### src/rtl/ile_pkg.sv
// ----------------------------------------------------------------------------
// Indexed list engine package
// Shared constants, codes and controller/datapath interface types.
// ----------------------------------------------------------------------------
package ile_pkg;

    localparam int CAPACITY   = 32;
    localparam int AW         = $clog2(CAPACITY);
    localparam int CNT_W      = $clog2(CAPACITY + 1);
    localparam int DATA_W     = 32;
    localparam int OP_W       = 3;
    localparam int POS_W      = 6;
    localparam int ELEM_CNT_W = 6;
    localparam int ST_W       = 2;

    typedef enum logic [OP_W-1:0] {
        OP_APPEND   = 3'd0,
        OP_INSERT   = 3'd1,
        OP_REMOVE   = 3'd2,
        OP_CONTAINS = 3'd3,
        OP_SIZE     = 3'd4,
        OP_REPORT   = 3'd5
    } t_opcode;

    typedef enum logic [ST_W-1:0] {
        ST_OK    = 2'd0,
        ST_FULL  = 2'd1,
        ST_RANGE = 2'd2,
        ST_EMPTY = 2'd3
    } t_status;

    typedef enum logic [3:0] {
        S_IDLE,
        S_APP_WR,
        S_INS_SHIFT,
        S_INS_WR,
        S_REM_SHIFT,
        S_SCAN,
        S_REP_RD,
        S_REP_LD,
        S_RESP
    } t_state;

    typedef enum logic [2:0] {
        IDX_HOLD,
        IDX_LEN,
        IDX_POS,
        IDX_ZERO,
        IDX_INC,
        IDX_DEC
    } t_idx_op;

    typedef enum logic [2:0] {
        RD_NONE,
        RD_MOVE_DN,
        RD_MOVE_UP,
        RD_CMP,
        RD_PLAIN
    } t_rd_op;

    typedef enum logic [1:0] {
        OUT_NONE,
        OUT_RESP,
        OUT_ELEM
    } t_out_op;

    typedef struct packed {
        logic    cap;
        t_idx_op idx_op;
        t_rd_op  rd_op;
        logic    wr_val;
        logic    len_inc;
        logic    len_dec;
        t_out_op out_op;
        t_status st;
    } t_cmd;

    typedef struct packed {
        logic full;
        logic empty;
        logic ins_ok;
        logic rem_ok;
        logic ins_more;
        logic rem_more;
        logic scan_more;
        logic elem_last;
        logic out_free;
    } t_stat;

endpackage

### src/rtl/ile_ram.sv
// ----------------------------------------------------------------------------
// Generic RAM
// One write port and one read port with registered read data.
// ----------------------------------------------------------------------------
module ile_ram #(
    parameter int WIDTH = 32,
    parameter int DEPTH = 32
) (
    input  logic                     i_clk,
    input  logic                     i_wr_en,
    input  logic [$clog2(DEPTH)-1:0] i_wr_addr,
    input  logic [WIDTH-1:0]         i_wr_data,
    input  logic                     i_rd_en,
    input  logic [$clog2(DEPTH)-1:0] i_rd_addr,
    output logic [WIDTH-1:0]         o_rd_data
);

    logic [WIDTH-1:0] r_mem [DEPTH];
    logic [WIDTH-1:0] r_rd_data;

    always_ff @(posedge i_clk) begin
        if (i_wr_en) begin
            r_mem[i_wr_addr] <= i_wr_data;
        end
        if (i_rd_en) begin
            r_rd_data <= r_mem[i_rd_addr];
        end
    end

    assign o_rd_data = r_rd_data;

endmodule

### src/rtl/ile_ctrl.sv
// ----------------------------------------------------------------------------
// Indexed list engine controller
// Decodes each request and sequences the datapath through its steps.
// ----------------------------------------------------------------------------
module ile_ctrl (
    input  logic                   i_clk,
    input  logic                   i_rst_n,
    input  logic                   i_in_valid,
    input  logic [ile_pkg::OP_W-1:0] i_opcode,
    input  ile_pkg::t_stat         i_stat,
    output logic                   o_in_ready,
    output ile_pkg::t_cmd          o_cmd
);

    import ile_pkg::*;

    t_state  r_state;
    t_state  n_state;
    t_status r_st;
    t_status n_st;

    always_ff @(posedge i_clk) begin
        if (!i_rst_n) begin
            r_state <= S_IDLE;
            r_st    <= ST_OK;
        end else begin
            r_state <= n_state;
            r_st    <= n_st;
        end
    end

    always_comb begin
        n_state      = r_state;
        n_st         = r_st;
        o_in_ready   = 1'b0;
        o_cmd        = '0;
        o_cmd.idx_op = IDX_HOLD;
        o_cmd.rd_op  = RD_NONE;
        o_cmd.out_op = OUT_NONE;
        o_cmd.st     = r_st;
        case (r_state)
            S_IDLE: begin
                o_in_ready = 1'b1;
                if (i_in_valid) begin
                    o_cmd.cap = 1'b1;
                    n_st      = ST_OK;
                    n_state   = S_RESP;
                    case (t_opcode'(i_opcode))
                        OP_APPEND: begin
                            if (i_stat.full) begin
                                n_st = ST_FULL;
                            end else begin
                                o_cmd.idx_op = IDX_LEN;
                                n_state      = S_APP_WR;
                            end
                        end
                        OP_INSERT: begin
                            if (i_stat.full) begin
                                n_st = ST_FULL;
                            end else if (!i_stat.ins_ok) begin
                                n_st = ST_RANGE;
                            end else begin
                                o_cmd.idx_op = IDX_LEN;
                                n_state      = S_INS_SHIFT;
                            end
                        end
                        OP_REMOVE: begin
                            if (i_stat.empty) begin
                                n_st = ST_EMPTY;
                            end else if (!i_stat.rem_ok) begin
                                n_st = ST_RANGE;
                            end else begin
                                o_cmd.idx_op = IDX_POS;
                                n_state      = S_REM_SHIFT;
                            end
                        end
                        OP_CONTAINS: begin
                            o_cmd.idx_op = IDX_ZERO;
                            n_state      = S_SCAN;
                        end
                        OP_REPORT: begin
                            if (i_stat.empty) begin
                                n_st = ST_EMPTY;
                            end else begin
                                o_cmd.idx_op = IDX_ZERO;
                                n_state      = S_REP_RD;
                            end
                        end
                        default: begin
                            n_state = S_RESP;
                        end
                    endcase
                end
            end
            S_APP_WR: begin
                o_cmd.wr_val  = 1'b1;
                o_cmd.len_inc = 1'b1;
                n_state       = S_RESP;
            end
            S_INS_SHIFT: begin
                if (i_stat.ins_more) begin
                    o_cmd.rd_op  = RD_MOVE_DN;
                    o_cmd.idx_op = IDX_DEC;
                end else begin
                    n_state = S_INS_WR;
                end
            end
            S_INS_WR: begin
                o_cmd.wr_val  = 1'b1;
                o_cmd.len_inc = 1'b1;
                n_state       = S_RESP;
            end
            S_REM_SHIFT: begin
                if (i_stat.rem_more) begin
                    o_cmd.rd_op  = RD_MOVE_UP;
                    o_cmd.idx_op = IDX_INC;
                end else begin
                    o_cmd.len_dec = 1'b1;
                    n_state       = S_RESP;
                end
            end
            S_SCAN: begin
                if (i_stat.scan_more) begin
                    o_cmd.rd_op  = RD_CMP;
                    o_cmd.idx_op = IDX_INC;
                end else begin
                    n_state = S_RESP;
                end
            end
            S_REP_RD: begin
                o_cmd.rd_op = RD_PLAIN;
                n_state     = S_REP_LD;
            end
            S_REP_LD: begin
                if (i_stat.out_free) begin
                    o_cmd.out_op = OUT_ELEM;
                    o_cmd.idx_op = IDX_INC;
                    n_state      = i_stat.elem_last ? S_IDLE : S_REP_RD;
                end
            end
            S_RESP: begin
                if (i_stat.out_free) begin
                    o_cmd.out_op = OUT_RESP;
                    n_state      = S_IDLE;
                end
            end
            default: begin
                n_state = S_IDLE;
            end
        endcase
    end

endmodule

### src/rtl/ile_dp.sv
// ----------------------------------------------------------------------------
// Indexed list engine datapath
// Element store, length and index counters, search flag and result register.
// ----------------------------------------------------------------------------
module ile_dp (
    input  logic                               i_clk,
    input  logic                               i_rst_n,
    input  ile_pkg::t_cmd                      i_cmd,
    output ile_pkg::t_stat                     o_stat,
    input  logic [ile_pkg::POS_W-1:0]          i_position,
    input  logic signed [ile_pkg::DATA_W-1:0]  i_item_value,
    input  logic                               i_out_ready,
    output logic                               o_out_valid,
    output logic signed [ile_pkg::DATA_W-1:0]  o_out_value,
    output logic                               o_found,
    output logic [ile_pkg::ELEM_CNT_W-1:0]     o_element_count,
    output logic [ile_pkg::ST_W-1:0]           o_status,
    output logic                               o_last
);

    import ile_pkg::*;

    logic [CNT_W-1:0]      r_len;
    logic [CNT_W-1:0]      n_len;
    logic [CNT_W-1:0]      r_idx;
    logic [CNT_W-1:0]      n_idx;
    logic [CNT_W-1:0]      r_pos;
    logic [DATA_W-1:0]     r_val;
    logic                  r_found;
    logic                  n_found;
    logic                  r_mv_pend;
    logic [AW-1:0]         r_mv_dst;
    logic                  r_cmp_pend;
    logic                  r_out_valid;
    logic                  n_out_valid;
    logic [DATA_W-1:0]     r_out_value;
    logic                  r_out_found;
    logic [ELEM_CNT_W-1:0] r_out_cnt;
    logic [ST_W-1:0]       r_out_st;
    logic                  r_out_last;

    logic [CNT_W-1:0]      w_pos_in;
    logic [CNT_W-1:0]      w_idx_m1;
    logic [CNT_W-1:0]      w_idx_p1;
    logic                  w_rd_en;
    logic [AW-1:0]         w_rd_addr;
    logic [DATA_W-1:0]     w_rd_data;
    logic                  w_wr_en;
    logic [AW-1:0]         w_wr_addr;
    logic [DATA_W-1:0]     w_wr_data;

    assign w_pos_in = CNT_W'(i_position);
    assign w_idx_m1 = r_idx - CNT_W'(1);
    assign w_idx_p1 = r_idx + CNT_W'(1);

    always_comb begin
        o_stat.full      = (r_len == CNT_W'(CAPACITY));
        o_stat.empty     = (r_len == '0);
        o_stat.ins_ok    = (w_pos_in <= r_len);
        o_stat.rem_ok    = (w_pos_in < r_len);
        o_stat.ins_more  = (r_idx > r_pos);
        o_stat.rem_more  = (w_idx_p1 < r_len);
        o_stat.scan_more = (r_idx < r_len);
        o_stat.elem_last = (w_idx_p1 == r_len);
        o_stat.out_free  = !r_out_valid || i_out_ready;
    end

    always_comb begin
        w_rd_en = (i_cmd.rd_op != RD_NONE);
        case (i_cmd.rd_op)
            RD_MOVE_DN: w_rd_addr = w_idx_m1[AW-1:0];
            RD_MOVE_UP: w_rd_addr = w_idx_p1[AW-1:0];
            default:    w_rd_addr = r_idx[AW-1:0];
        endcase
        w_wr_en = r_mv_pend || i_cmd.wr_val;
        if (r_mv_pend) begin
            w_wr_addr = r_mv_dst;
            w_wr_data = w_rd_data;
        end else begin
            w_wr_addr = r_idx[AW-1:0];
            w_wr_data = r_val;
        end
    end

    ile_ram #(
        .WIDTH(DATA_W),
        .DEPTH(CAPACITY)
    ) u_store (
        .i_clk     (i_clk),
        .i_wr_en   (w_wr_en),
        .i_wr_addr (w_wr_addr),
        .i_wr_data (w_wr_data),
        .i_rd_en   (w_rd_en),
        .i_rd_addr (w_rd_addr),
        .o_rd_data (w_rd_data)
    );

    always_comb begin
        n_len = r_len;
        if (i_cmd.len_inc) begin
            n_len = r_len + CNT_W'(1);
        end else if (i_cmd.len_dec) begin
            n_len = r_len - CNT_W'(1);
        end
        case (i_cmd.idx_op)
            IDX_LEN:  n_idx = r_len;
            IDX_POS:  n_idx = w_pos_in;
            IDX_ZERO: n_idx = '0;
            IDX_INC:  n_idx = w_idx_p1;
            IDX_DEC:  n_idx = w_idx_m1;
            default:  n_idx = r_idx;
        endcase
        n_found = r_found;
        if (i_cmd.cap) begin
            n_found = 1'b0;
        end else if (r_cmp_pend && (w_rd_data == r_val)) begin
            n_found = 1'b1;
        end
        n_out_valid = r_out_valid && !i_out_ready;
        if (i_cmd.out_op != OUT_NONE) begin
            n_out_valid = 1'b1;
        end
    end

    always_ff @(posedge i_clk) begin
        if (!i_rst_n) begin
            r_len       <= '0;
            r_mv_pend   <= 1'b0;
            r_cmp_pend  <= 1'b0;
            r_out_valid <= 1'b0;
        end else begin
            r_len       <= n_len;
            r_mv_pend   <= (i_cmd.rd_op == RD_MOVE_DN) || (i_cmd.rd_op == RD_MOVE_UP);
            r_cmp_pend  <= (i_cmd.rd_op == RD_CMP);
            r_out_valid <= n_out_valid;
        end
    end

    always_ff @(posedge i_clk) begin
        r_idx    <= n_idx;
        r_found  <= n_found;
        r_mv_dst <= r_idx[AW-1:0];
        if (i_cmd.cap) begin
            r_pos <= w_pos_in;
            r_val <= i_item_value;
        end
        case (i_cmd.out_op)
            OUT_RESP: begin
                r_out_value <= '0;
                r_out_found <= r_found;
                r_out_cnt   <= ELEM_CNT_W'(r_len);
                r_out_st    <= i_cmd.st;
                r_out_last  <= 1'b1;
            end
            OUT_ELEM: begin
                r_out_value <= w_rd_data;
                r_out_found <= 1'b0;
                r_out_cnt   <= ELEM_CNT_W'(r_len);
                r_out_st    <= ST_OK;
                r_out_last  <= o_stat.elem_last;
            end
            default: begin
            end
        endcase
    end

    assign o_out_valid     = r_out_valid;
    assign o_out_value     = r_out_value;
    assign o_found         = r_out_found;
    assign o_element_count = r_out_cnt;
    assign o_status        = r_out_st;
    assign o_last          = r_out_last;

endmodule

### src/rtl/indexed_list_engine.sv
// ----------------------------------------------------------------------------
// Indexed list engine
// Ordered list of signed 32-bit values with insert, remove, search and report.
// ----------------------------------------------------------------------------
// One request is in work at a time; the single read and write port of the element store
// paces the shifts, the search and the report. A result may wait in the output register
// while the next request is taken. Reset empties the list; store contents are not cleared.
// ----------------------------------------------------------------------------
module indexed_list_engine (
    input  logic                               i_clk,
    input  logic                               i_rst_n,
    input  logic                               i_in_valid,
    output logic                               o_in_ready,
    input  logic [ile_pkg::OP_W-1:0]           i_opcode,
    input  logic [ile_pkg::POS_W-1:0]          i_position,
    input  logic signed [ile_pkg::DATA_W-1:0]  i_item_value,
    output logic                               o_out_valid,
    input  logic                               i_out_ready,
    output logic signed [ile_pkg::DATA_W-1:0]  o_out_value,
    output logic                               o_found,
    output logic [ile_pkg::ELEM_CNT_W-1:0]     o_element_count,
    output logic [ile_pkg::ST_W-1:0]           o_status,
    output logic                               o_last
);

    import ile_pkg::*;

    t_cmd  w_cmd;
    t_stat w_stat;

    ile_ctrl u_ctrl (
        .i_clk      (i_clk),
        .i_rst_n    (i_rst_n),
        .i_in_valid (i_in_valid),
        .i_opcode   (i_opcode),
        .i_stat     (w_stat),
        .o_in_ready (o_in_ready),
        .o_cmd      (w_cmd)
    );

    ile_dp u_dp (
        .i_clk           (i_clk),
        .i_rst_n         (i_rst_n),
        .i_cmd           (w_cmd),
        .o_stat          (w_stat),
        .i_position      (i_position),
        .i_item_value    (i_item_value),
        .i_out_ready     (i_out_ready),
        .o_out_valid     (o_out_valid),
        .o_out_value     (o_out_value),
        .o_found         (o_found),
        .o_element_count (o_element_count),
        .o_status        (o_status),
        .o_last          (o_last)
    );

endmodule

### config.mk
export PLATFORM = sky130hd
export DESIGN_NAME = indexed_list_engine
export DESIGN_NICKNAME = d
export VERILOG_FILES = /design/src/rtl/ile_pkg.sv /design/src/rtl/ile_ram.sv /design/src/rtl/ile_ctrl.sv /design/src/rtl/ile_dp.sv /design/src/rtl/indexed_list_engine.sv
export SDC_FILE = /design/constraint.sdc
export NUM_CORES = 2
export LEC_CHECK = 0
export ABC_AREA = 1
export BUFFER_PORTS_ARGS = -buffer_cell sky130_fd_sc_hd__buf_2
export CAP_MARGIN = 10
export CORE_MARGIN = 2
export CORE_UTILIZATION = 63
export CTS_CLUSTER_SIZE = 40
export DETAILED_ROUTE_END_ITERATION = 6
export PLACE_DENSITY = 0.8
export SKIP_LAST_GASP = 1
export SYNTH_ARGS = -nofsm -noshare
export SYNTH_HDL_FRONTEND = slang
export SYNTH_SLANG_ARGS = --single-unit
### constraint.sdc
create_clock -name i_clk -period 3.9 [get_ports i_clk]
set_input_delay 0.585 -clock i_clk [delete_from_list [all_inputs] [get_ports i_clk]]
set_output_delay 0.585 -clock i_clk [all_outputs]
set_load 0.005 [all_outputs]
=== After elaboration in Yosys (flattened, before gate mapping) ===
Memory sizes are Yosys's and may differ from the RTL's. A register that Yosys moved wholly into a read port is not among the register bits.
Cells that the tools add are included.

* Add/subtract/negate cells: 4
* Order comparisons: 5
* Eq/ne operators: 31
* Mux-type cells: 57
* Reductions and logical operators: 19

{| class="wikitable"
|+ Operators by type and width
! kind !! number
|-
| $pmux 32 s2 || 1
|-
| $mux 4 || 13
|-
| $eq 32x32->1 || 1
|-
| $mux 32 || 1
|-
| $pmux 4 s8 || 1
|-
| $mux 6 || 5
|-
| $pmux 3 s5 || 2
|-
| $pmux 6 s5 || 1
|-
| $pmux 4 s5 || 1
|-
| $eq 3x2->1 const B || 6
|-
| $lt 6x6->1 || 3
|-
| $mux 2 || 9
|-
| $eq 4x3->1 const B || 4
|-
| $add 6x1->6 const B || 2
|-
| $mux 3 || 4
|-
| $pmux 3 s4 || 1
|-
| $sub 6x1->6 const B || 2
|-
| $mux 1 || 11
|-
| $pmux 5 s2 || 1
|-
| $eq 3x1->1 const B || 3
|-
| $eq 3x3->1 const B || 3
|-
| $eq 4x2->1 const B || 2
|-
| $ne 2x2->1 const B || 4
|-
| $pmux 2 s2 || 2
|-
| 24 further kinds || 33
|}

* Register bits after elaboration: 107
* RAM bits: 1024
* Logic and storage cells: 133
* Memories kept: 1

{| class="wikitable"
|+ Memory list
! memory !! words !! width !! rd ports !! clocked after Yosys merged registers in !! write ports !! RTL line !! text
|-
| u_dp.u_store.r_mem || 32 || 32 || 1 || 1 || 1 || ile_ram.sv:18 || <nowiki>logic [WIDTH-1:0] r_mem [DEPTH];</nowiki>
|}

=== Depth between registers and ports, before layout ===
* Word-level depth: 8
* Mapped depth: 21
* Depth with buffers taken out: 18

=== By module ===
Synthesis repeated with hierarchy kept, for this count alone.

* Cell total of the unflattened synthesis: 4283
* Area, all modules: 48908.2 um2

{| class="wikitable"
|+ Modules (own cells, without submodules)
! module !! times used !! cells an instance !! area each (um2) !! seq. area each (um2)
|-
| ile_ram || 1 || 3536 || 42726.0 || 31710.4
|-
| ile_dp || 1 || 637 || 5539.1 || 2882.8
|-
| ile_ctrl || 1 || 110 || 643.1 || 120.1
|}

=== Least setup slack after synthesis ===
OpenSTA, ideal clock, no wires.

* Path kind: register to register
* Start point: register u_ctrl.r_state[0]
* End point: register u_ctrl.r_st[0]
* Library setup time: 0.071 ns
* Data arrival time: 3.108 ns
* Path slack: 0.721 ns
* Cell stages (with the launch flop): 8
* Path buffers: 0
* Cells stage by stage: dfxtp_1 -> inv_1 -> nand2_1 -> nor2_1 -> inv_1 -> nor2_1 -> o21ai_0 -> a21oi_1

* Cells in the longest elaborated chain, start to end: 2

{| class="wikitable"
|+ RTL lines
! element !! RTL line !! text
|-
| from (decl) || ile_ctrl.sv:17 || <nowiki>t_state r_state;</nowiki>
|-
| from (signal assigned) || ile_ctrl.sv:27 || <nowiki>r_state <= n_state;</nowiki>
|-
| $logic_not 4->1 || ile_ctrl.sv:41 || <nowiki>case (r_state)</nowiki>
|-
| $reduce_and 2->1 (no source line) || - ||
|-
| to (signal assigned) || ile_ctrl.sv:28 || <nowiki>r_st <= n_st;</nowiki>
|-
| to (decl) || ile_ctrl.sv:19 || <nowiki>t_status r_st;</nowiki>
|}

Every way passes these cells.
A chain may end at the register's enable or synchronous reset.

=== Worst setup path after layout ===
* Start point: register u_dp.r_idx[0]
* End point: register u_dp.u_store.r_rd_data[23] (netlist: u_dp.u_store.o_rd_data[23]), read port of u_dp.u_store.r_mem (data pin)

* Cells in the longest elaborated chain, start to end: 6

{| class="wikitable"
|+ RTL lines
! element !! RTL line !! text
|-
| from (decl) || ile_dp.sv:25 || <nowiki>logic [CNT_W-1:0] r_idx;</nowiki>
|-
| from (signal assigned) || ile_dp.sv:140 || <nowiki>r_idx <= n_idx;</nowiki>
|-
| $add 6x1->6 || ile_dp.sv:54 || <nowiki>assign w_idx_p1 = r_idx + CNT_W'(1);</nowiki>
|-
| $lt 6x6->1 || ile_dp.sv:62 || <nowiki>o_stat.rem_more = (w_idx_p1 < r_len);</nowiki>
|-
| $mux 6 || ile_ctrl.sv:114 || <nowiki>if (i_stat.rem_more) begin</nowiki>
|-
| $pmux 3 s4 || ile_ctrl.sv:41 ||
|-
| $eq 3x2->1 / $eq 3x1->1 (equally long branches) || ile_dp.sv:70 || <nowiki>case (i_cmd.rd_op)</nowiki>
|-
| $pmux 5 s2 || ile_dp.sv:70 ||
|-
| to (decl) || ile_ram.sv:19 || <nowiki>logic [WIDTH-1:0] r_rd_data;</nowiki>
|}

Several ways; a longest one is shown, not always the timed one.

==> metrics <==
critical path required time=4.34 ns; Die W=292 µm; reg2reg start=u_dp.r_idx[0]; Worst EP arrival=approximately 4.2 ns; Die Y=just under 300 µm; failing checks=DRC; most frequent cells in the layout=1146 x nand2_1, 1142 x edfxtp_1, 1135 x nand3_1; fmax=roughly 0.27 GHz; clock latency on the worst-skew pair=~0.70 ns; clock buffer depth=3; Multi-input gate area=between 0.01 and 0.015 mm²; sequential share of the synthesized area=0.666; final design utilization=0.714; Global Route met3 Usage=0.0862; Overall Power=around 41 mW; layout filler cell count=5378; Leak=25.5 nW; GRT Resource Usage Total=0.349; largest family of logic cells by synthesized area=simple AND/OR/NAND/NOR gates; Final #Nets=roughly 5300; final number of setup-violating endpoints=0; # DRC=1; CTS Buf Count=114; drt pass-1 iters=7; Layout Cells excl Fill=6403; synth warn=0; relative slew slack=0.137; # IOs=89; met2 usage=0.538; starting density of the core=0.636; Total Routed Length=149 mm; top cell type's share of synthesized area=0.658; Critical path origin=u_dp.r_idx[0]; Synth Net Count=5197; Adder-Cell Fraction of Synth Area=0.00807; antenna viol nets, final=0; clk_skew=between 0.03 and 0.04 ns; worst-path maximum fanout=52; 1st-iter DRT viols=5974; top cell type by total area after synthesis=edfxtp_1; routed len/inst=approximately 23 µm; Post-Synthesis Cells=between 5000 and 6000; CP startpoint kind=flip-flop; worst ir drop on vdd=roughly 0.43 mV; crit path kind=flip-flop to flip-flop; total area of sequential cells=approximately 0.035 mm²; DR vias/cell=5.98; XOR/XNOR Fraction of Synth Area=0.00689; Tmin final=between 3 and 4 ns; Compound-Gate Fraction of Synth Area=0.00809; most common cell after layout, fill and taps aside=nand2_1; Max Cap Viol=0; Mapped Area=between 0.05 and 0.06 mm²; Die Footprint=between 0.08 and 0.09 mm²; largest net degree at the start of global routing=between 70 and 80; crit path capture=u_dp.u_store.o_rd_data[23]; Crit Reg-Reg Endpoint=u_dp.u_store.o_rd_data[23]; top post-synthesis cells by area=edfxtp_1 66%, nand3_1 11%, nand2_1 8.3%; grt peak-use layer=met2; number of global-route vias before repair=37243; slew at the pin closest to its max-slew limit=1.29 ns; via count=~38000; H-tree levels=3; Rows=105; area grow syn2layout=12.2%; mux share of post-synthesis cell area=0; GRT Residual Overflow=0; Sink Count=1163; post-placement cell count=around 6200; HPWL after detailed placement=85.2 mm; final hold vios=0; R2R Setup Slk=0.13 ns; CTS clk-pin slew, worst paths=~0.07 ns; grt met1 use=0.453; initial antenna violation count=2; unrepaired setup endpoints after global routing=yes; Seq cells post-synth=between 1000 and 1500; Core Region=a little over 0.08 mm²; status=complete, but fails checks; Synth cell types=39; first-pass GRT wire length=about 220 mm; port bufs=just under 90; Final period util=0.966; hold bufs inserted after CTS=0; Root Buffer=clkbuf_16; CP Capture Type=flip-flop; PwrDens=around 690 mW/mm²; share of layout cells above drive strength 1=0.0911; CTS tree=built; Synth Area per Inst=between 10 and 15 µm²; Synth Area in Simple Gates=0.204; Worst Reg2Reg Path Length in Cells=19; placer congestion estimate=around 0.9; Max Slew Vio Count=0; Hold Path Class=input pin to flip-flop
## flip-flops by register name (all words and copies together) (netlist names)
name and count:
u_dp.r_idx 6, u_ctrl.r_state 4, u_dp.o_status 2, u_dp.o_out_value 32, u_dp.u_store.r_mem 1024, u_dp.r_val 32, u_dp.r_mv_dst 5, u_dp.r_found 1
u_dp.r_pos 6, u_dp.o_element_count 6, u_dp.r_cmp_pend 1, u_dp.r_len 6, u_dp.o_out_valid 1, u_ctrl.r_st 2, u_dp.u_store.o_rd_data 32, u_dp.r_mv_pend 1
u_dp.o_last 1, u_dp.o_found 1
## area by class of cell
cell class                      instances  area share
Antenna cell                            1   0.0000428
Inverter                             1139      0.0731
Sequential cell                      1163       0.593
Clock inverter                         67     0.00952
Timing Repair Buffer                  259      0.0412
Clock buffer                          140      0.0508
Multi-Input combinational cell       2564       0.209
Tap cell                             1070      0.0229
## per-layer routing
| metal | vias to the layer above | wire length, µm |
|---|---|---|
| li1 | 16858 | - |
| met1 | 17885 | 51000 |
| met2 | 2910 | 67700 |
| met3 | 620 | 20800 |
| met4 | 2 | 9820 |
| met5 | - | 20 |
## per-stage QoR
step / area [µm²] / hold WS (ns) / setup TNS (ns) / setup WS, ns
CTS: 58300 / 0.0283 / 0 / 0.103
global placement: 54800 / 0.451 / 0 / 0.284
detailed placement: 54800 / 0.457 / 0 / 0.148
floorplan: 52100 / 0.400 / 0 / 0.721
global route: 58500 / 0.0358 / -0.0313 / -0.0313
finish: 58500 / 0.0508 / 0 / 0.134
## cells by family (layout without fill, tap and decap cells)
family | count (synthesis) | count (layout)
AND/OR/NAND/NOR | 2413 | 2413
buffers and inverters | 1392 | 1605
flip-flops | 1163 | 1163
AO/OA/AOI/OAI | 77 | 77
XOR/XNOR | 41 | 41
adder cells (fa/ha/maj) | 33 | 33
other | 0 | 1
## cell usage after synthesis (all sizes together)
master	n
ha	32
o31ai	1
xor2	38
o211ai	6
nor4	6
nand4	22
nand3b	1
o21ai	39
and2	1
clkbuf	44
inv	1139
o2111ai	1
xnor2	3
o22ai	1
nand3	1137
nor3	8
dfxtp	21
a22oi	1
edfxtp	1142
nand2	1153
a21oi	27
or2	6
nor2	79
a21o	1
fa	1
buf	209
## worst max-delay path: stages (launching register included)
cell and delay [ns]:
edfxtp_1 0.46, ha_1 0.26, nand3_1 0.10, xor2_1 0.27
ha_1 0.29, nand2_1 0.09, nor2_1 0.06, nand2_1 0.14
nand4_4 0.19, nand2_4 0.21, inv_2 0.08, nand2_1 0.14
nand2_4 0.25, buf_12 0.29, nand3_1 0.12, nand3_1 0.14
nand3_1 0.14, nand2_1 0.09, nand2_1 0.10, nand2_1 0.07
## power by group
| part | internal [mW] | switching (mW) |
|---|---|---|
| Sequential | 15.5 | 0.392 |
| Combinational | 4.21 | 10.0 |
| Clock | 5.81 | 4.72 |
## worst min path at each step
stage / startpoint / endpoint / slack, ns / cells after the start
floorplan: u_dp.r_idx[2] / u_dp.r_mv_dst[2] / 0.40 / 0
detailed placement: u_dp.r_cmp_pend / u_dp.r_found / 0.46 / 2
finish: i_item_value[17] / u_dp.r_val[17] / 0.05 / 1
CTS: i_item_value[17] / u_dp.r_val[17] / 0.03 / 1
global route: i_item_value[4] / u_dp.r_val[4] / 0.04 / 1
global placement: u_dp.r_found / u_dp.r_found / 0.45 / 2
## repair_timing
item                                    4_1_cts  5_1_grt
endpoints found under the setup margin        0       28
hold endpoints to repair                      0        0
resized for setup                             0        4
buffers inserted                              0        1
Power figures use the tool's default switching activity.
